<file path="config.mk">
export PLATFORM = sky130hd
export DESIGN_NAME = kmb_sel
export DESIGN_NICKNAME = d
export VERILOG_FILES = /design/src/kmb_pkg.sv /design/src/kmb_sel.sv
export SDC_FILE = /design/constraint.sdc
export NUM_CORES = 2
export LEC_CHECK = 0
export ABC_AREA = 1
export BUFFER_PORTS_ARGS = -buffer_cell sky130_fd_sc_hd__buf_2
export CAP_MARGIN = 25
export CORE_ASPECT_RATIO = 0.5
export CORE_MARGIN = 10
export CORE_UTILIZATION = 45
export CTS_BUF_LIST = sky130_fd_sc_hd__clkbuf_8 sky130_fd_sc_hd__clkbuf_16
export DETAILED_ROUTE_END_ITERATION = 6
export PLACE_DENSITY_LB_ADDON = 0.2
export SYNTH_ARGS = -nofsm -noshare
export SYNTH_HDL_FRONTEND = slang
export SYNTH_SLANG_ARGS = --single-unit
export TNS_END_PERCENT = 10
</file>
<file path="constraint.sdc">
create_clock -name clk -period 1.99 [get_ports clk]
set_input_delay 0.398 -clock clk [delete_from_list [all_inputs] [get_ports clk]]
set_output_delay 0.398 -clock clk [all_outputs]
set_load 0.01 [all_outputs]
</file>
<file path="src/kmb_pkg.sv">
package kmb_pkg;

	localparam int unsigned ALPHABET_SIZE = 4;
	localparam int unsigned MAX_ORDER = 4;
	localparam int unsigned COUNT_WIDTH = 32;

	// longest k-mer any legal MAX_ORDER can ask for, plus one for the table size
	localparam int unsigned LEN_LIMIT = 8;
	localparam int unsigned HIST_LIMIT_W = 2 * LEN_LIMIT;

	localparam int unsigned FUNC_W = 2;
	localparam int unsigned BASE_W = 3;
	localparam int unsigned FRAC_W = 16;
	localparam int unsigned SYM_W = 3;
	localparam int unsigned ORDER_W = 3;
	localparam int unsigned CUM_EXTRA = 2;

	localparam logic [ORDER_W-1:0] ORDER_RESET = 3'd2;

	localparam logic [FUNC_W-1:0] FUNC_CLEAR = 2'd0;
	localparam logic [FUNC_W-1:0] FUNC_TRAIN = 2'd1;
	localparam logic [FUNC_W-1:0] FUNC_SAMPLE = 2'd2;

	typedef struct packed {
		logic start;
		logic den_load;
		logic row_load;
		logic row_last;
		logic [SYM_W-1:0] letter;
	} sel_ctl_t;

	typedef struct packed {
		logic done;
		logic fell_back;
		logic [SYM_W-1:0] symbol;
	} sel_res_t;

	// first table entry of the group of k-mers of length n
	function automatic int unsigned group_base(input int unsigned n, input int unsigned a);
		int unsigned off;
		int unsigned p;
		off = 0;
		p = 1;
		for (int unsigned m = 1; m < LEN_LIMIT; m++) begin
			if (m < n) begin
				p = p * a;
				off = off + p;
			end
		end
		return off;
	endfunction

	// base-a value of the newest n letters, oldest letter most significant
	function automatic int unsigned hist_index(input logic [HIST_LIMIT_W-1:0] hist,
			input int unsigned n, input int unsigned a);
		int unsigned idx;
		idx = 0;
		for (int unsigned j = 1; j < LEN_LIMIT; j++) begin
			if (LEN_LIMIT - j <= n) begin
				idx = idx * a + 32'(hist[2 * (LEN_LIMIT - 1 - j) +: 2]);
			end
		end
		return idx;
	endfunction

endpackage

</file>
<file path="src/kmb_sel.sv">
module kmb_sel #(
	parameter int unsigned COUNT_W = kmb_pkg::COUNT_WIDTH
) (
	input  logic                          clk,
	input  logic                          arst_n,
	input  kmb_pkg::sel_ctl_t             ctl,
	input  logic [COUNT_W-1:0]            den,
	input  logic [COUNT_W-1:0]            cnt,
	input  logic [kmb_pkg::FRAC_W-1:0]    frac,
	output kmb_pkg::sel_res_t             res
);

	localparam int unsigned LHS_W = kmb_pkg::FRAC_W + COUNT_W;
	localparam int unsigned CUM_W = COUNT_W + kmb_pkg::CUM_EXTRA;
	localparam int unsigned SC_W = CUM_W + kmb_pkg::FRAC_W;

	logic [LHS_W-1:0]            lhs_q;
	logic                        den_zero_q;
	logic [CUM_W-1:0]            cum_q;
	logic                        v_s1;
	logic                        last_s1;
	logic [kmb_pkg::SYM_W-1:0]   letter_s1;
	logic [SC_W-1:0]             scaled_s2;
	logic                        v_s2;
	logic                        last_s2;
	logic [kmb_pkg::SYM_W-1:0]   letter_s2;
	logic                        found_q;
	logic [kmb_pkg::SYM_W-1:0]   sym_q;
	logic                        done_q;
	logic                        hit;

	// r * prefix count, taken once per sample
	always_ff @(posedge clk) begin
		if (ctl.den_load) begin
			lhs_q <= LHS_W'(frac) * LHS_W'(den);
			den_zero_q <= (den == '0);
		end
	end

	always_ff @(posedge clk or negedge arst_n) begin
		if (!arst_n) begin
			cum_q <= '0;
			v_s1 <= 1'b0;
			last_s1 <= 1'b0;
			v_s2 <= 1'b0;
			last_s2 <= 1'b0;
			found_q <= 1'b0;
			done_q <= 1'b0;
		end else begin
			if (ctl.start) begin
				cum_q <= '0;
			end else if (ctl.row_load) begin
				cum_q <= cum_q + CUM_W'(cnt);
			end
			v_s1 <= ctl.row_load;
			last_s1 <= ctl.row_load & ctl.row_last;
			v_s2 <= v_s1;
			last_s2 <= last_s1;
			if (ctl.start) begin
				found_q <= 1'b0;
			end else if (hit && !found_q) begin
				found_q <= 1'b1;
			end
			done_q <= v_s2 & last_s2;
		end
	end

	// cumulative count times 65535
	always_ff @(posedge clk) begin
		letter_s1 <= ctl.letter;
		scaled_s2 <= {cum_q, kmb_pkg::FRAC_W'(0)} - SC_W'(cum_q);
		letter_s2 <= letter_s1;
		if (hit && !found_q) begin
			sym_q <= letter_s2;
		end
	end

	assign hit = v_s2 && !den_zero_q && (SC_W'(lhs_q) <= scaled_s2);

	assign res.done = done_q;
	assign res.fell_back = !found_q;
	assign res.symbol = found_q ? sym_q : kmb_pkg::SYM_W'(1);

endmodule

</file>
* Word-level counts from Yosys, hierarchy flattened *
Cells that the tools add are included.

cells by class
  multipliers = 1
  multiplexer cells = 5
  $lt $le $gt $ge = 1
  add/subtract/negate cells = 2
  reductions and logical operators = 8
  bitwise gates (word level) = 2

operators with widths
  kind                                                         number
  34-bit two-way mux                                           2
  48-bit by 50-bit less-or-equal comparator with 1-bit output  1
  50-bit by 34-bit subtractor with 50-bit output               1
  16-bit by 32-bit multiplier with 48-bit output               1
  34-bit by 32-bit adder with 34-bit output                    1
  32-bit logical NOT                                           1
  2-bit nonzero test                                           2
  1-bit logical AND                                            3
  3-bit two-way mux                                            1
  1-bit bitwise AND                                            2
  1-bit logical NOT                                            2
  1-bit two-way mux                                            2

storage, ports and cells
  bits in registers = 148
  logic and storage cells = 32
  output and inout port bits = 5

* Logic depth before layout (Yosys ltp) *
  word-level depth = 6
  gate-level depth with buffers = 25

* Worst setup path after synthesis *
Ideal clock, no wire load.

  path kind = input port to flip-flop
  from = input port den[29]
  to = register lhs_q[47], data pin
  stages on the path = 22
  required time = 1737 ps
  library setup time = 253 ps
  arrival = 5333 ps
  path slack = -3596 ps
  buffers on the path = 2
  cell sequence = clkbuf_1 > clkbuf_1 > nand2_1 > fa_1 > inv_1 > fa_1 > inv_1 > fa_1 > inv_1 > fa_1 > fa_1 > inv_1 > fa_1 > inv_1 > ha_1 > a21oi_1 > o21ai_0 > a21o_1 > o21ai_0 > nand3_1 > nand2_1 > nand2_1

between the ends
  longest elaborated chain between the ends = 1

ends and longest elaborated chain
  element                                         RTL line       RTL
  from (decl)                                     kmb_sel.sv:7   input logic [COUNT_W-1:0] den,
  16-bit by 32-bit multiplier with 48-bit output  kmb_sel.sv:35  lhs_q <= LHS_W'(frac) * LHS_W'(den);
  to (signal assigned)                            kmb_sel.sv:35
  to (decl)                                       kmb_sel.sv:17  logic [LHS_W-1:0] lhs_q;

Every way passes these cells.
A chain may end at the register's enable or synchronous reset.

* Worst setup path after layout *
  from = input port frac[4] (netlist bit)
  to = register lhs_q[26], data pin

between the ends
  longest elaborated chain between the ends = 1

ends and longest elaborated chain
  element                                         RTL line       RTL
  from (decl)                                     kmb_sel.sv:9   input logic [kmb_pkg::FRAC_W-1:0] frac,
  16-bit by 32-bit multiplier with 48-bit output  kmb_sel.sv:35

Every way passes these cells.

==> run summary <==
Run status -> complete, but fails checks
Violated checks -> design-rule violations, negative setup slack
Share of the yosys chip area belonging to registers -> 13.77%
Vias per std cell -> 5.013
Async SR Flop Fraction -> 27.03%
Unrepaired setup endpoints after global routing -> yes
CP max FO -> 8
Routed Antenna Nets -> 0
# IOs -> 94
Synth unique cells -> 52
Post-Synthesis Cells -> 3598
R2R cell count -> 11
P&R area growth vs syn -> 33.20%
Hold WC Path Type -> in -> async
Share of layout cells above drive strength 1 -> 27.93%
CTS max path bufs -> 2
Hold WS -> 0.01210 ns
CTS H-tree depth -> 4
Minimum clock period -> 5.250 ns
Slew Viols, Final -> 0
Highest metal used -> met5
Clock Latency Late Sink -> 0.45 ns
First DRT Iteration DRCs -> 1783
Largest net degree at the start of global routing -> 41
Final net count -> 4863
DP HPWL -> 69700 um
Initial Util -> 45.30%
DRC errors left -> 3
Via Count -> 24710
Post-synth EDFFs -> 52
Cell Rows -> 63
FF-to-FF setup slack -> -0.20 ns
Met3 WL -> 5588 um
WL per Instance -> 17.32 um
Setup crit end kind -> flip-flop
Crit path kind -> in -> reg
DRT Wirelength -> 85360 um
Setup Skew -> 0.01710 ns
ANT cells -> 0
Met2 Wirelength -> 39090 um
Tcrit/Tclk final -> 263.8%
CP required -> 2.18 ns
Post-synthesis instance area -> 0.02675 mm2
Fmax achieved -> 190.5 MHz
Port buffer count -> 93
Die Area -> 0.07018 mm2
CTS Sinks -> 148
R2R Path Start -> cum_q[0]
Synthesis warning total -> 0
Max Cap Viol -> 0
Clock tree root driver cell -> clkbuf_16
Gr usage total -> 24.31%
Ys flop type -> dfxtp_1
Number of global-route vias before repair -> 25470
Setup ws final -> -3.260 ns
GRT overflow -> 0
Most frequent cells in the layout -> nand2_1, inv_1, buf_4, fa_1, ha_1
#FFs+latches synth -> 148
CP arrival -> 5.44 ns
Hold Violations, Final -> 0
R2R Path End -> cum_q[14]
Avg Cell Area, Syn -> 7.433 um2
Final setup violation count -> 91
Core area -> 0.05904 mm2
FILL cells -> 5181
Chip Height -> 192.4 um
CTS tree -> built
Met1 wire length -> 39430 um
Register area -> 0.003704 mm2
Most common cell after layout, fill and taps aside -> nand2_1
Area of the multi-input gates -> 0.02162 mm2
Worst-Margin Slew -> 0.5401 ns
Slew HR -> 63.66%
GP Congestion -> 0.9779
Pre-Repair DR Iteration Count -> 7
Syn Nets -> 4325
Global-route wire length before repair -> 135700 um
Startpoint Class -> input port
CTS clock-pin slew for the worst setup and hold paths -> 0.07 ns
CTS Buf Count -> 17
Die W -> 364.8 um
Initial antenna violation count -> 1
[cells in the mapped netlist, types with 3 or more instances]
cell,number,share of area [%]
ha_1,219,10
o21bai_1,5,0.14
a21o_1,13,0.36
a21boi_0,5,0.14
o211ai_1,5,0.14
inv_2,10,0.14
or2_2,3,0.070
and2_1,3,0.070
nor2_2,3,0.070
a31oi_1,8,0.19
inv_1,881,12
xnor2_1,14,0.46
nand2_2,4,0.094
o22ai_1,11,0.26
o21ai_1,18,0.34
nand3_1,91,1.7
edfxtp_1,52,5.8
fa_1,419,31
nor2_1,232,3.3
xor2_1,62,2.0
a21oi_1,163,3.1
nor4_1,14,0.33
dfxtp_1,56,4.2
nor3_1,27,0.51
o21a_1,7,0.20
nand2_1,968,14
nand4_1,27,0.63
nand3b_1,4,0.11
dfrtp_1,40,3.7
o21ai_0,90,1.7
clkbuf_1,116,1.6
[cells by family (layout without fill, tap and decap cells)]
group           Yosys count  count (layout)  synth area share [%]
fa+ha+maj               638             638                 41.61
xor+xnor                 76              76                 2.489
compound gates          331             331                 6.755
simple gates           1395            1395                 21.18
flops                   148             148                 13.77
buf+inv                1010            1561                 14.19
[critical path, cell delays in order]
cell      delay, ns
buf_6          0.12
buf_12         0.14
nand2_1        0.06
inv_1          0.05
fa_1           0.52
inv_1          0.06
fa_2           0.49
fa_2           0.56
inv_2          0.04
fa_2           0.48
fa_1           0.50
inv_1          0.05
fa_1           0.47
inv_1          0.06
ha_4           0.29
buf_4          0.14
nand2_4        0.08
nor2_4         0.12
nand2_2        0.08
nor4_2         0.22
nand2_1        0.13
o211ai_4       0.13
buf_4          0.18
xor2_4         0.07
[through the flow]
stage / cells / setup TNS, ns / utilization, % / cell area [um2] / setup slack [ns]
floorplan: 3598 / -127.98 / - / 27770 / -3.223
global placement: 4862 / -172.18 / 54.84 / 32380 / -3.982
detailed placement: 4862 / -173.96 / 54.84 / 32380 / -4.005
CTS: 4918 / -130.09 / 58.47 / 34520 / -3.196
global route: 4929 / -143.08 / 60.34 / 35630 / -3.409
finish: 4929 / -129.76 / 60.34 / 35630 / -3.260
[layout make-up]
class                      count  area share, %
multi-input combinational   2440          60.67
timing repair buffer         637          15.17
sequential                   148          10.40
inverter                     892          9.409
tap                          780          2.739
clock buffer                  19          1.303
clock inverter                13         0.3126
[routing by layer]
layer  track usage, %  vias up
li1                 -    11800
met1            34.33    12060
met2            40.25      755
met3            2.920       90
met4            4.440        2
met5                0        -
[state kept, by name, indices dropped and copies added (netlist names)]
signal and count:
letter_s2 3, last_s1 1, v_s2 1, letter_s1 3
v_s1 1, found_q 1, done_q 1, lhs_q 48
last_s2 1, cum_q 34, sym_q 3, den_zero_q 1
scaled_s2 50
[worst max-delay path by stage]
| stage | to | slack (ns) | startpoint | depth (start not counted) |
|---|---|---|---|---|
| 3_3_place_gp | lhs_q[39] | -3.98 | frac[10] | 23 |
| 6_report | lhs_q[26] | -3.26 | frac[4] | 24 |
| 2_1_floorplan | lhs_q[38] | -3.22 | frac[4] | 23 |
| 4_1_cts | lhs_q[33] | -3.20 | frac[4] | 22 |
| 5_1_grt | lhs_q[26] | -3.41 | frac[4] | 24 |
| 3_5_place_dp | lhs_q[39] | -4.01 | frac[10] | 23 |
[timing repair]
item,CTS,global route
cloned,6,4
gates resized for setup,336,240
setup buffers,18,7
hold buffers,0,0
pin swaps,72,69
endpoints found under the setup margin,105,108
Power is left out: the tool's default activity adds up to more than one toggle a clock period on the data nets, which glitch-free logic cannot reach.
