**config.mk**
```make
export PLATFORM = sky130hd
export DESIGN_NAME = kmb_seq
export DESIGN_NICKNAME = d
export VERILOG_FILES = /design/src/kmb_pkg.sv /design/src/kmb_seq.sv
export SDC_FILE = /design/constraint.sdc
export NUM_CORES = 1
export LEC_CHECK = 0
export ABC_AREA = 1
export BUFFER_PORTS_ARGS = -buffer_cell sky130_fd_sc_hd__buf_2
export CAP_MARGIN = 20
export CORE_MARGIN = 2
export CORE_UTILIZATION = 45
export DETAILED_ROUTE_END_ITERATION = 16
export PLACE_DENSITY = 0.63
export SLEW_MARGIN = 10
export SYNTH_ARGS = -nofsm -noshare
export SYNTH_HDL_FRONTEND = slang
export SYNTH_SLANG_ARGS = --single-unit
```
**constraint.sdc**
```tcl
create_clock -name clk -period 8.6 [get_ports clk]
set_input_delay 0.86 -clock clk [delete_from_list [all_inputs] [get_ports clk]]
set_output_delay 0.86 -clock clk [all_outputs]
set_load 0.02 [all_outputs]
```
**src/kmb_pkg.sv**
```systemverilog
package kmb_pkg;

	localparam int unsigned ALPHABET_SIZE = 4;
	localparam int unsigned MAX_ORDER = 4;
	localparam int unsigned COUNT_WIDTH = 32;

	// longest k-mer any legal MAX_ORDER can ask for, plus one for the table size
	localparam int unsigned LEN_LIMIT = 8;
	localparam int unsigned HIST_LIMIT_W = 2 * LEN_LIMIT;

	localparam int unsigned FUNC_W = 2;
	localparam int unsigned BASE_W = 3;
	localparam int unsigned FRAC_W = 16;
	localparam int unsigned SYM_W = 3;
	localparam int unsigned ORDER_W = 3;
	localparam int unsigned CUM_EXTRA = 2;

	localparam logic [ORDER_W-1:0] ORDER_RESET = 3'd2;

	localparam logic [FUNC_W-1:0] FUNC_CLEAR = 2'd0;
	localparam logic [FUNC_W-1:0] FUNC_TRAIN = 2'd1;
	localparam logic [FUNC_W-1:0] FUNC_SAMPLE = 2'd2;

	typedef struct packed {
		logic start;
		logic den_load;
		logic row_load;
		logic row_last;
		logic [SYM_W-1:0] letter;
	} sel_ctl_t;

	typedef struct packed {
		logic done;
		logic fell_back;
		logic [SYM_W-1:0] symbol;
	} sel_res_t;

	// first table entry of the group of k-mers of length n
	function automatic int unsigned group_base(input int unsigned n, input int unsigned a);
		int unsigned off;
		int unsigned p;
		off = 0;
		p = 1;
		for (int unsigned m = 1; m < LEN_LIMIT; m++) begin
			if (m < n) begin
				p = p * a;
				off = off + p;
			end
		end
		return off;
	endfunction

	// base-a value of the newest n letters, oldest letter most significant
	function automatic int unsigned hist_index(input logic [HIST_LIMIT_W-1:0] hist,
			input int unsigned n, input int unsigned a);
		int unsigned idx;
		idx = 0;
		for (int unsigned j = 1; j < LEN_LIMIT; j++) begin
			if (LEN_LIMIT - j <= n) begin
				idx = idx * a + 32'(hist[2 * (LEN_LIMIT - 1 - j) +: 2]);
			end
		end
		return idx;
	endfunction

endpackage

```
**src/kmb_seq.sv**
```systemverilog
module kmb_seq #(
	parameter int unsigned ALPHABET_SIZE = kmb_pkg::ALPHABET_SIZE,
	parameter int unsigned MAX_ORDER = kmb_pkg::MAX_ORDER,
	parameter int unsigned COUNT_W = kmb_pkg::COUNT_WIDTH,
	parameter int unsigned DEPTH = 1364,
	parameter int unsigned ADDR_W = 11
) (
	input  logic                          clk,
	input  logic                          arst_n,
	input  logic                          in_valid,
	output logic                          in_ready,
	input  logic [kmb_pkg::FUNC_W-1:0]    func,
	input  logic                          first,
	input  logic [kmb_pkg::BASE_W-1:0]    base,
	input  logic [kmb_pkg::FRAC_W-1:0]    random_fraction,
	input  logic [kmb_pkg::ORDER_W-1:0]   model_order,
	output logic                          rd_en,
	output logic [ADDR_W-1:0]             rd_addr,
	input  logic [COUNT_W-1:0]            rd_data,
	output logic                          wr_en,
	output logic [ADDR_W-1:0]             wr_addr,
	output logic [COUNT_W-1:0]            wr_data,
	output kmb_pkg::sel_ctl_t             sel_ctl,
	output logic [COUNT_W-1:0]            den,
	output logic [kmb_pkg::FRAC_W-1:0]    frac,
	input  kmb_pkg::sel_res_t             sel_res,
	input  logic                          out_free,
	output logic                          res_load
);

	localparam int unsigned NW = $clog2(MAX_ORDER + 3);
	localparam int unsigned HW = 2 * (MAX_ORDER + 1);
	localparam int unsigned LW = $clog2(ALPHABET_SIZE);

	typedef enum logic [6:0] {
		ST_CLR   = 7'b0000001,
		ST_IDLE  = 7'b0000010,
		ST_TRAIN = 7'b0000100,
		ST_DEN   = 7'b0001000,
		ST_ROW   = 7'b0010000,
		ST_WAIT  = 7'b0100000,
		ST_OUT   = 7'b1000000
	} state_t;

	state_t                      state_q;
	logic [ADDR_W-1:0]           clr_addr_q;
	logic [HW-1:0]               train_hist_q;
	logic [NW-1:0]               dr_q;
	logic [COUNT_W-1:0]          total_q;
	logic [NW-1:0]               kcnt_q;
	logic [NW-1:0]               n_q;
	logic                        pend_s1;
	logic [ADDR_W-1:0]           waddr_s1;
	logic [HW-1:0]               samp_hist_q;
	logic [NW-1:0]               pos_q;
	logic [NW-1:0]               c_q;
	logic [kmb_pkg::FRAC_W-1:0]  r_q;
	logic [ADDR_W-1:0]           rowbase_q;
	logic [LW-1:0]               letter_q;
	logic                        den_s1;
	logic                        den_total_s1;
	logic                        row_s1;
	logic                        last_s1;
	logic [kmb_pkg::SYM_W-1:0]   letter_s1;

	logic                        accept;
	logic [NW-1:0]               ord;
	logic [HW-1:0]               hist_t;
	logic [NW-1:0]               dr_t;
	logic                        defined;
	logic [NW-1:0]               dr_inc;
	logic [NW-1:0]               kmax;
	logic [HW-1:0]               sh_t;
	logic [NW-1:0]               sp_t;
	logic [ADDR_W-1:0]           tr_idx;
	logic [31:0]                 ctx;
	logic [ADDR_W-1:0]           den_addr;
	logic [ADDR_W-1:0]           rowbase_next;
	logic                        row_last;

	assign in_ready = (state_q == ST_IDLE);
	assign accept = in_valid & in_ready;

	assign ord = (model_order > kmb_pkg::ORDER_W'(MAX_ORDER)) ? NW'(MAX_ORDER) : NW'(model_order);

	// training bookkeeping for the accepted beat
	assign hist_t = first ? '0 : train_hist_q;
	assign dr_t = first ? '0 : dr_q;
	assign defined = (base != '0) && (base <= kmb_pkg::BASE_W'(ALPHABET_SIZE));
	assign dr_inc = (dr_t < NW'(MAX_ORDER + 1)) ? dr_t + NW'(1) : dr_t;
	assign kmax = ord + NW'(1);

	assign sh_t = first ? '0 : samp_hist_q;
	assign sp_t = first ? '0 : pos_q;

	assign tr_idx = ADDR_W'(kmb_pkg::group_base(32'(n_q), ALPHABET_SIZE)
		+ kmb_pkg::hist_index(kmb_pkg::HIST_LIMIT_W'(train_hist_q), 32'(n_q), ALPHABET_SIZE));

	assign ctx = kmb_pkg::hist_index(kmb_pkg::HIST_LIMIT_W'(samp_hist_q), 32'(c_q),
		ALPHABET_SIZE);
	assign den_addr = ADDR_W'(kmb_pkg::group_base(32'(c_q), ALPHABET_SIZE) + ctx);
	assign rowbase_next = ADDR_W'(kmb_pkg::group_base(32'(c_q) + 32'd1, ALPHABET_SIZE)
		+ ctx * ALPHABET_SIZE);

	assign row_last = (letter_q == LW'(ALPHABET_SIZE - 1));
	assign res_load = (state_q == ST_OUT) && out_free;

	always_comb begin
		rd_en = 1'b0;
		rd_addr = tr_idx;
		case (state_q)
			ST_TRAIN: begin
				rd_en = 1'b1;
				rd_addr = tr_idx;
			end
			ST_DEN: begin
				rd_en = (c_q != '0);
				rd_addr = den_addr;
			end
			ST_ROW: begin
				rd_en = 1'b1;
				rd_addr = rowbase_q + ADDR_W'(letter_q);
			end
			default: begin
				rd_en = 1'b0;
			end
		endcase
	end

	// clearing sweep shares the write port with the count write-back
	always_comb begin
		if (state_q == ST_CLR) begin
			wr_en = 1'b1;
			wr_addr = clr_addr_q;
			wr_data = '0;
		end else begin
			wr_en = pend_s1;
			wr_addr = waddr_s1;
			wr_data = (rd_data == '1) ? rd_data : rd_data + COUNT_W'(1);
		end
	end

	assign sel_ctl.start = (state_q == ST_DEN);
	assign sel_ctl.den_load = den_s1;
	assign sel_ctl.row_load = row_s1;
	assign sel_ctl.row_last = last_s1;
	assign sel_ctl.letter = letter_s1;
	assign den = den_total_s1 ? total_q : rd_data;
	assign frac = r_q;

	always_ff @(posedge clk or negedge arst_n) begin
		if (!arst_n) begin
			state_q <= ST_CLR;
			clr_addr_q <= '0;
			train_hist_q <= '0;
			dr_q <= '0;
			total_q <= '0;
			kcnt_q <= '0;
			n_q <= '0;
			pend_s1 <= 1'b0;
			samp_hist_q <= '0;
			pos_q <= '0;
			c_q <= '0;
			letter_q <= '0;
			den_s1 <= 1'b0;
			row_s1 <= 1'b0;
			last_s1 <= 1'b0;
		end else begin
			pend_s1 <= (state_q == ST_TRAIN);
			den_s1 <= (state_q == ST_DEN);
			row_s1 <= (state_q == ST_ROW);
			last_s1 <= row_last;
			case (state_q)
				ST_CLR: begin
					if (clr_addr_q == ADDR_W'(DEPTH - 1)) begin
						state_q <= ST_IDLE;
					end else begin
						clr_addr_q <= clr_addr_q + ADDR_W'(1);
					end
				end
				ST_IDLE: begin
					if (accept) begin
						case (func)
							kmb_pkg::FUNC_CLEAR: begin
								total_q <= '0;
								train_hist_q <= '0;
								dr_q <= '0;
								clr_addr_q <= '0;
								state_q <= ST_CLR;
							end
							kmb_pkg::FUNC_TRAIN: begin
								if (defined) begin
									train_hist_q <= HW'({hist_t, 2'(base - kmb_pkg::BASE_W'(1))});
									dr_q <= dr_inc;
									kcnt_q <= (dr_inc < kmax) ? dr_inc : kmax;
									n_q <= NW'(1);
									total_q <= (total_q == '1) ? total_q : total_q + COUNT_W'(1);
									state_q <= ST_TRAIN;
								end else begin
									train_hist_q <= hist_t;
									dr_q <= '0;
								end
							end
							kmb_pkg::FUNC_SAMPLE: begin
								samp_hist_q <= sh_t;
								pos_q <= sp_t;
								c_q <= (sp_t < ord) ? sp_t : ord;
								state_q <= ST_DEN;
							end
							default: begin
							end
						endcase
					end
				end
				ST_TRAIN: begin
					n_q <= n_q + NW'(1);
					if (n_q == kcnt_q) begin
						state_q <= ST_IDLE;
					end
				end
				ST_DEN: begin
					letter_q <= '0;
					state_q <= ST_ROW;
				end
				ST_ROW: begin
					letter_q <= letter_q + LW'(1);
					if (row_last) begin
						state_q <= ST_WAIT;
					end
				end
				ST_WAIT: begin
					if (sel_res.done) begin
						state_q <= ST_OUT;
					end
				end
				ST_OUT: begin
					if (out_free) begin
						samp_hist_q <= HW'({samp_hist_q,
							2'(sel_res.symbol - kmb_pkg::SYM_W'(1))});
						if (pos_q < NW'(MAX_ORDER)) begin
							pos_q <= pos_q + NW'(1);
						end
						state_q <= ST_IDLE;
					end
				end
				default: begin
					state_q <= ST_IDLE;
				end
			endcase
		end
	end

	always_ff @(posedge clk) begin
		waddr_s1 <= tr_idx;
		den_total_s1 <= (c_q == '0);
		letter_s1 <= kmb_pkg::SYM_W'(letter_q) + kmb_pkg::SYM_W'(1);
		if (accept) begin
			r_q <= random_fraction;
		end
		if (state_q == ST_DEN) begin
			rowbase_q <= rowbase_next;
		end
	end

`ifndef SYNTHESIS
	a_clr_no_writeback: assert property (@(posedge clk) disable iff (!arst_n)
		(state_q == ST_CLR) |-> !pend_s1)
		else $error("count write-back overlaps clearing sweep");

	a_train_range: assert property (@(posedge clk) disable iff (!arst_n)
		(state_q == ST_TRAIN) |-> (n_q != '0 && n_q <= kcnt_q))
		else $error("k-mer length out of range during training");

	a_run_bound: assert property (@(posedge clk) disable iff (!arst_n)
		(dr_q <= NW'(MAX_ORDER + 1)) && (pos_q <= NW'(MAX_ORDER)))
		else $error("defined run or sample position past its limit");

	a_row_after_den: assert property (@(posedge clk) disable iff (!arst_n)
		(state_q == ST_ROW && letter_q == '0) |-> $past(state_q == ST_DEN))
		else $error("row reads started without a prefix read");
`endif

endmodule

```
After elaboration in Yosys (flattened, before gate mapping)
Cells that the tools add are included.
W data, S select, Z words.
{ "word_totals": {"reg_bits": 133, "in_bits": 66, "out_inout_bits": 113, "elab_cells": 245} }
{ "op_classes": {"addsub": 40, "n_lt_le_gt_ge": 35, "eq_ne": 32, "n_mux": 94, "n_bitwise": 1, "n_reduce_logical": 22} }
{ "op_table": {"columns": ["op", "count"], "rows": [
  ["$mux W11", 24],
  ["$mux W32", 5],
  ["$add A11 B11 Y11", 12],
  ["$mux W7", 10],
  ["$add A32 B1 Y32 const B", 2],
  ["$eq A32 B32 Y1 const B", 2],
  ["$pmux W32 S2", 1],
  ["$mux W9", 7],
  ["$mux W10", 6],
  ["$mux W3", 20],
  ["$add A11 B2 Y11", 5],
  ["$pmux W7 S7", 1],
  ["$pmux W11 S2", 2],
  ["$pmux W10 S2", 2],
  ["$add A11 B7 Y11", 3],
  ["$mux W5", 5],
  ["$pmux W7 S3", 1],
  ["$add A3 B5 Y6", 3],
  ["$lt A3 B3 Y1 const A", 6],
  ["$pmux W3 S2", 3],
  ["$add A7 B2 Y8", 2],
  ["$lt A3 B4 Y1 const A", 4],
  ["$mux W8", 2],
  ["$ne A2 B1 Y1 const B", 8],
  ["other kinds (48)", 88]
]} }

Depth between registers and ports, before layout
{ "logic_depth": {"ltp_word": 16, "depth_mapped": 24, "ltp_nobuf": 23} }

Least setup slack after synthesis
OpenSTA, ideal clock, no wires.
{ "synth_path": {"path_kind": "flip-flop to output port", "start": "reg n_q[2]", "end": "out rd_addr[10]", "arrival_ns": 2.917, "t_required_ns": 7.740, "slack_ns": 4.823, "path_stages_with_launch": 24, "path_buffers": 2, "cell_sequence": "dfrtp_1 > clkbuf_1 > buf_2 > nor2_1 > ha_1 > nor2_1 > nor2_1 > ha_1 > nand2_1 > nand3_1 > nand2_1 > nand3_1 > nand2_1 > nand3_1 > nand2_1 > inv_1 > ha_1 > nand2_1 > inv_1 > a21oi_1 > nand2_1 > nand2_1 > nand3_1 > nand3_1"} }
{ "synth_between": {"elab_chain_cells": 14, "word_cells_on_any_way": 38, "cone_classes": "10 x add/sub; 11 x order compare; 17 x mux"} }
{ "synth_lines": {"columns": ["item", "line_no", "source"], "rows": [
  ["from (decl)", "kmb_seq.sv:51", "logic [NW-1:0] n_q;"],
  ["from (signal assigned)", "kmb_seq.sv:216", "n_q <= n_q + NW'(1);"],
  ["$lt A1 B3 Y1", "kmb_pkg.sv:45", "if (m < n) begin"],
  ["$mux W3", "kmb_pkg.sv:45", null],
  ["$add A3 B5 Y6", "kmb_pkg.sv:47", "off = off + p;"],
  ["$mux W11", "kmb_pkg.sv:45", null],
  ["$add A11 B7 Y11", "kmb_pkg.sv:47", null],
  ["$mux W11", "kmb_pkg.sv:45", null],
  ["$add A11 B9 Y11", "kmb_pkg.sv:47", null],
  ["$mux W11", "kmb_pkg.sv:45", null],
  ["$add A11 B11 Y11", "kmb_pkg.sv:47", null],
  ["$mux W11", "kmb_pkg.sv:45", null],
  ["$add A11 B11 Y11", "kmb_pkg.sv:47", null],
  ["$mux W11", "kmb_pkg.sv:45", null],
  ["$add A11 B11 Y11 *", "kmb_seq.sv:97", "+ kmb_pkg::hist_index(kmb_pkg::HIST_LIMIT_W'(train_hist_q), 32'(n_q), ALPHABET_SIZE));"],
  ["$pmux W11 S2 *", "kmb_seq.sv:111", "case (state_q)"],
  ["to (decl)", "kmb_seq.sv:18", "output logic [ADDR_W-1:0] rd_addr,"]
]} }
Mark *: on every way between the ends. The rest lies on a longest branch, timed or not.

Final worst setup path
{ "layout_path": {"start": "reg n_q[0]", "end": "out rd_addr[9]"} }
{ "layout_between": {"elab_chain_cells": 14, "word_cells_on_any_way": 38, "cone_classes": "10 x add/sub; 11 x order compare; 17 x mux"} }
{ "layout_lines": {"columns": ["item", "line_no", "source"], "rows": [
  ["$lt A1 B3 Y1", "kmb_pkg.sv:45", null],
  ["$mux W3", "kmb_pkg.sv:45", null],
  ["$add A3 B5 Y6", "kmb_pkg.sv:47", null],
  ["$mux W11", "kmb_pkg.sv:45", null],
  ["$add A11 B7 Y11", "kmb_pkg.sv:47", null],
  ["$mux W11", "kmb_pkg.sv:45", null],
  ["$add A11 B9 Y11", "kmb_pkg.sv:47", null],
  ["$mux W11", "kmb_pkg.sv:45", null],
  ["$add A11 B11 Y11", "kmb_pkg.sv:47", null],
  ["$mux W11", "kmb_pkg.sv:45", null],
  ["$add A11 B11 Y11", "kmb_pkg.sv:47", null],
  ["$mux W11", "kmb_pkg.sv:45", null],
  ["$add A11 B11 Y11 *", "kmb_seq.sv:97", null],
  ["via tr_idx[9]", "kmb_seq.sv:75", "logic [ADDR_W-1:0] tr_idx;"],
  ["$pmux W11 S2 *", "kmb_seq.sv:111", null]
]} }
The timed path passes the listed nets; every way through them passes the cells marked *.

==> metrics.md <==
| Metric | Value |
|---|---|
| Ant diodes | `0` |
| Yosys cell types | `51` |
| Full die area | `roughly 0.025 mm²` |
| Xor/xnor cell area share of the yosys netlist | `0.0365` |
| RSZ-0062 raised after global routing | `false` |
| CTS H-Tree Depth | `4` |
| HPWL Detailed | `25500 µm` |
| Min Tclk post-route | `about 4.8 ns` |
| Cells after synthesis | `1596` |
| Commonest non-fill, non-tap cell in the layout | `nand2_1` |
| Internal Pwr Total | `1650 µW` |
| Final wirelength | `about 32000 µm` |
| Yosys top cell area share | `0.213` |
| Worst setup EP type | `output port` |
| Warnings from Yosys | `0` |
| Post-Synth Adder-Cell Area | `0.0755` |
| WP data arrival | `a little under 4 ns` |
| CTS tree | `built` |
| Part of the power in registers | `0.304` |
| Largest family of logic cells by synthesized area | `simple AND/OR/NAND/NOR gates` |
| GRT overflow | `0` |
| Clk root buf | `clkbuf_16` |
| Via count | `roughly 11000` |
| Drt drc | `0` |
| Final slew viol count | `0` |
| Sink Count | `131` |
| Clock power frac | `0.269` |
| Row count | `56` |
| First-pass GRT wire length | `50800 µm` |
| DIE HEIGHT | `157 µm` |
| Relative slew margins | `0.361` |
| MaxCap Viol Count | `0` |
| Fin nets | `1886` |
| I/O pins | `179` |
| Final setup fails | `0` |
| CTS buffer count | `17` |
| Synth Area in Simple Gates | `0.342` |
| Overall Power | `2970 µW` |
| CP Class | `reg -> out` |
| Largest net degree at the start of global routing | `64` |
| Post-Syn Area | `approximately 0.011 mm²` |
| Comb power frac | `0.428` |
| Crit-path max FO | `12` |
| Avg WL per Cell | `15.5 µm` |
| Seq cells post-synth | `around 130` |
| Post-synthesis compound-gate area fraction | `0.128` |
| RD Place Congestion | `0.950` |
| Gr usage total | `0.263` |
| Multiplexer area fraction after synthesis | `0.00107` |
| Input/output buffers | `176` |
| Area grow syn2layout | `16.3%` |
| First drt pass iteration count | `7` |
| CTS clk-pin slew, worst paths | `0.07 ns` |
| Sw Share | `0.444` |
| Core ar. | `0.0233 mm²` |
| Worst-skew pair later-pin latency | `approximately 0.43 ns` |
| CP startpoint kind | `flop` |
| Outcome | `finished clean` |
| Ranking of synthesized cells by area | `dfrtp_1 21%, nand2_1 17%, inv_1 7.4%` |
| Mean Syn Cell Area | `6.62 µm²` |
| Sum Neg Setup Slack | `0 ns` |
| Fillers | `2378` |
| VDD IR max | `approximately 140 µV` |
| Max Root-Sink Buffers | `2` |
| Vias in the first global route | `roughly 10000` |
| Antenna violations before repair | `0` |
| Psw | `1320 µW` |
| Commonest non-fill, non-tap cells in the layout | `487 x nand2_1, 209 x inv_1, 188 x nor2_1` |
| FMAX | `210 MHz` |
| Hold Violations, Final | `0` |
| Critical Path RT | `7.74 ns` |
| Period utilization | `0.555` |
| Worst-Margin Slew | `0.958 ns` |
| Worst hold path type | `in -> async` |
| Die Width | `~160 µm` |
| Leakage | `0.00622 µW` |
| Starting Density | `0.454` |
| Sequential share of the synthesized area | `0.315` |
| Final Skew | `roughly 0.010 ns` |
| Share of cells above drive strength 1 | `0.159` |
| Routed Antenna Nets | `0` |
| Cts repair resizes | `0` |
| Vias/cell | `between 5 and 6` |
| Core Util, Final | `0.528` |
| Pwr Density | `242 mW/mm²` |
| Post-synth top area cell | `dfrtp_1` |
| Initial DRC count | `930` |
| Hold_buf cts | `0` |
| Setup Fix Bufs, Post-CTS | `0` |
flip-flops by register name (all words and copies together) (netlist names), 7 cells and up:
signal        count
total_q          32
frac             16
clr_addr_q       11
waddr_s1         11
samp_hist_q      10
train_hist_q     10
rowbase_q         9
state_q           7
metal layers:
metal	part of all wire	vias to the layer above	track usage
li1	-	5407	-
met1	0.43	4792	0.324
met2	0.48	354	0.461
met3	0.061	57	0.0427
met4	0.028	0	0.0974
met5	0	-	0
per-stage QoR:
step	hold WS [ns]	area, µm²	worst slack (ns)	instances
floorplan	0.441	10600	4.82	1604
detailed placement	0.476	11700	4.36	2058
global placement	0.468	11700	4.40	2058
CTS	0.394	12300	3.83	2090
global route	0.408	12300	3.42	2090
finish	0.383	12300	3.83	2090
cells in the mapped netlist (all sizes together):
library cell and number:
o31ai 1, o211ai 8, buf 25, mux2 1, o22ai 13, conb 2
xnor2 9, o21ai 137, nand4 11, a21o 7, nand3b 2, o21a 6
ha 59, dfstp 1, nand3 120, nor3b 1, and2 2, fa 3
dfrtp 90, xor2 35, nor2 200, a31oi 8, o32ai 1, a31o 1
o221ai 1, dfxtp 15, o21bai 5, a21oi 39, clkbuf 19, edfxtp 25
clkinv 4, or2 9, nand2 497, inv 215, nor3 24
cells by family (layout without fill, tap and decap cells):
| group | after synthesis | after routing |
|---|---|---|
| fa+ha+maj | 62 | 62 |
| buf+inv | 263 | 430 |
| simple gates | 866 | 866 |
| xor+xnor | 44 | 44 |
| flops | 131 | 131 |
| other cells | 2 | 10 |
| compound gates | 227 | 227 |
| mux | 1 | 1 |
path summary, 6_finish.rpt:
| path | startpoint | endpoint | slack [ns] | cells after the start |
|---|---|---|---|---|
| worst max-delay path | n_q[0] | rd_addr[9] | 3.83 | 21 |
| worst min-delay path | arst_n | total_q[1] | 0.38 | 1 |
| worst max register to register | c_q[2] | rowbase_q[8] | 5.04 | 15 |
| worst min register to register | samp_hist_q[2] | samp_hist_q[2] | 0.49 | 2 |
| max in group asynchronous | arst_n | c_q[0] | 7.06 | 2 |
| min in group clk | samp_hist_q[2] | samp_hist_q[2] | 0.49 | 2 |
worst max-delay path: stages, from the launching register on:
cell and delay [ns]:
dfrtp_1 0.59, nand2_1 0.26, nor2_1 0.15, ha_1 0.24
nor2_1 0.14, nor2_1 0.07, ha_1 0.22, nand2_1 0.07
nand3_1 0.07, nand2_1 0.12, nand3_1 0.10, nand2_1 0.08
a21oi_1 0.06, ha_1 0.38, nand2_1 0.09, inv_1 0.05
a21oi_1 0.13, nand2_1 0.07, xor2_1 0.24, nand2_1 0.09
nand3_1 0.08, buf_2 0.16
power groups by stage:
stage	sequential (µW)	clock [µW]	combinational (µW)
finish	902	799	1270
global route	924	834	1410
floorplan	858	0	935
global placement	909	0	1250
CTS	901	808	1270
detailed placement	913	0	1270
area by class of cell:
type	instances	area (µm²)	area share
Clock buffer	20	458	0.0373
Clock inverter	12	179	0.0146
Inverter	219	822	0.0669
Multi-Input combinational cell	1210	6200	0.504
Sequential cell	131	3330	0.271
Tap cell	319	399	0.0325
Timing Repair Buffer	179	906	0.0737
No activity file was read; power rests on OpenSTA's default activity.
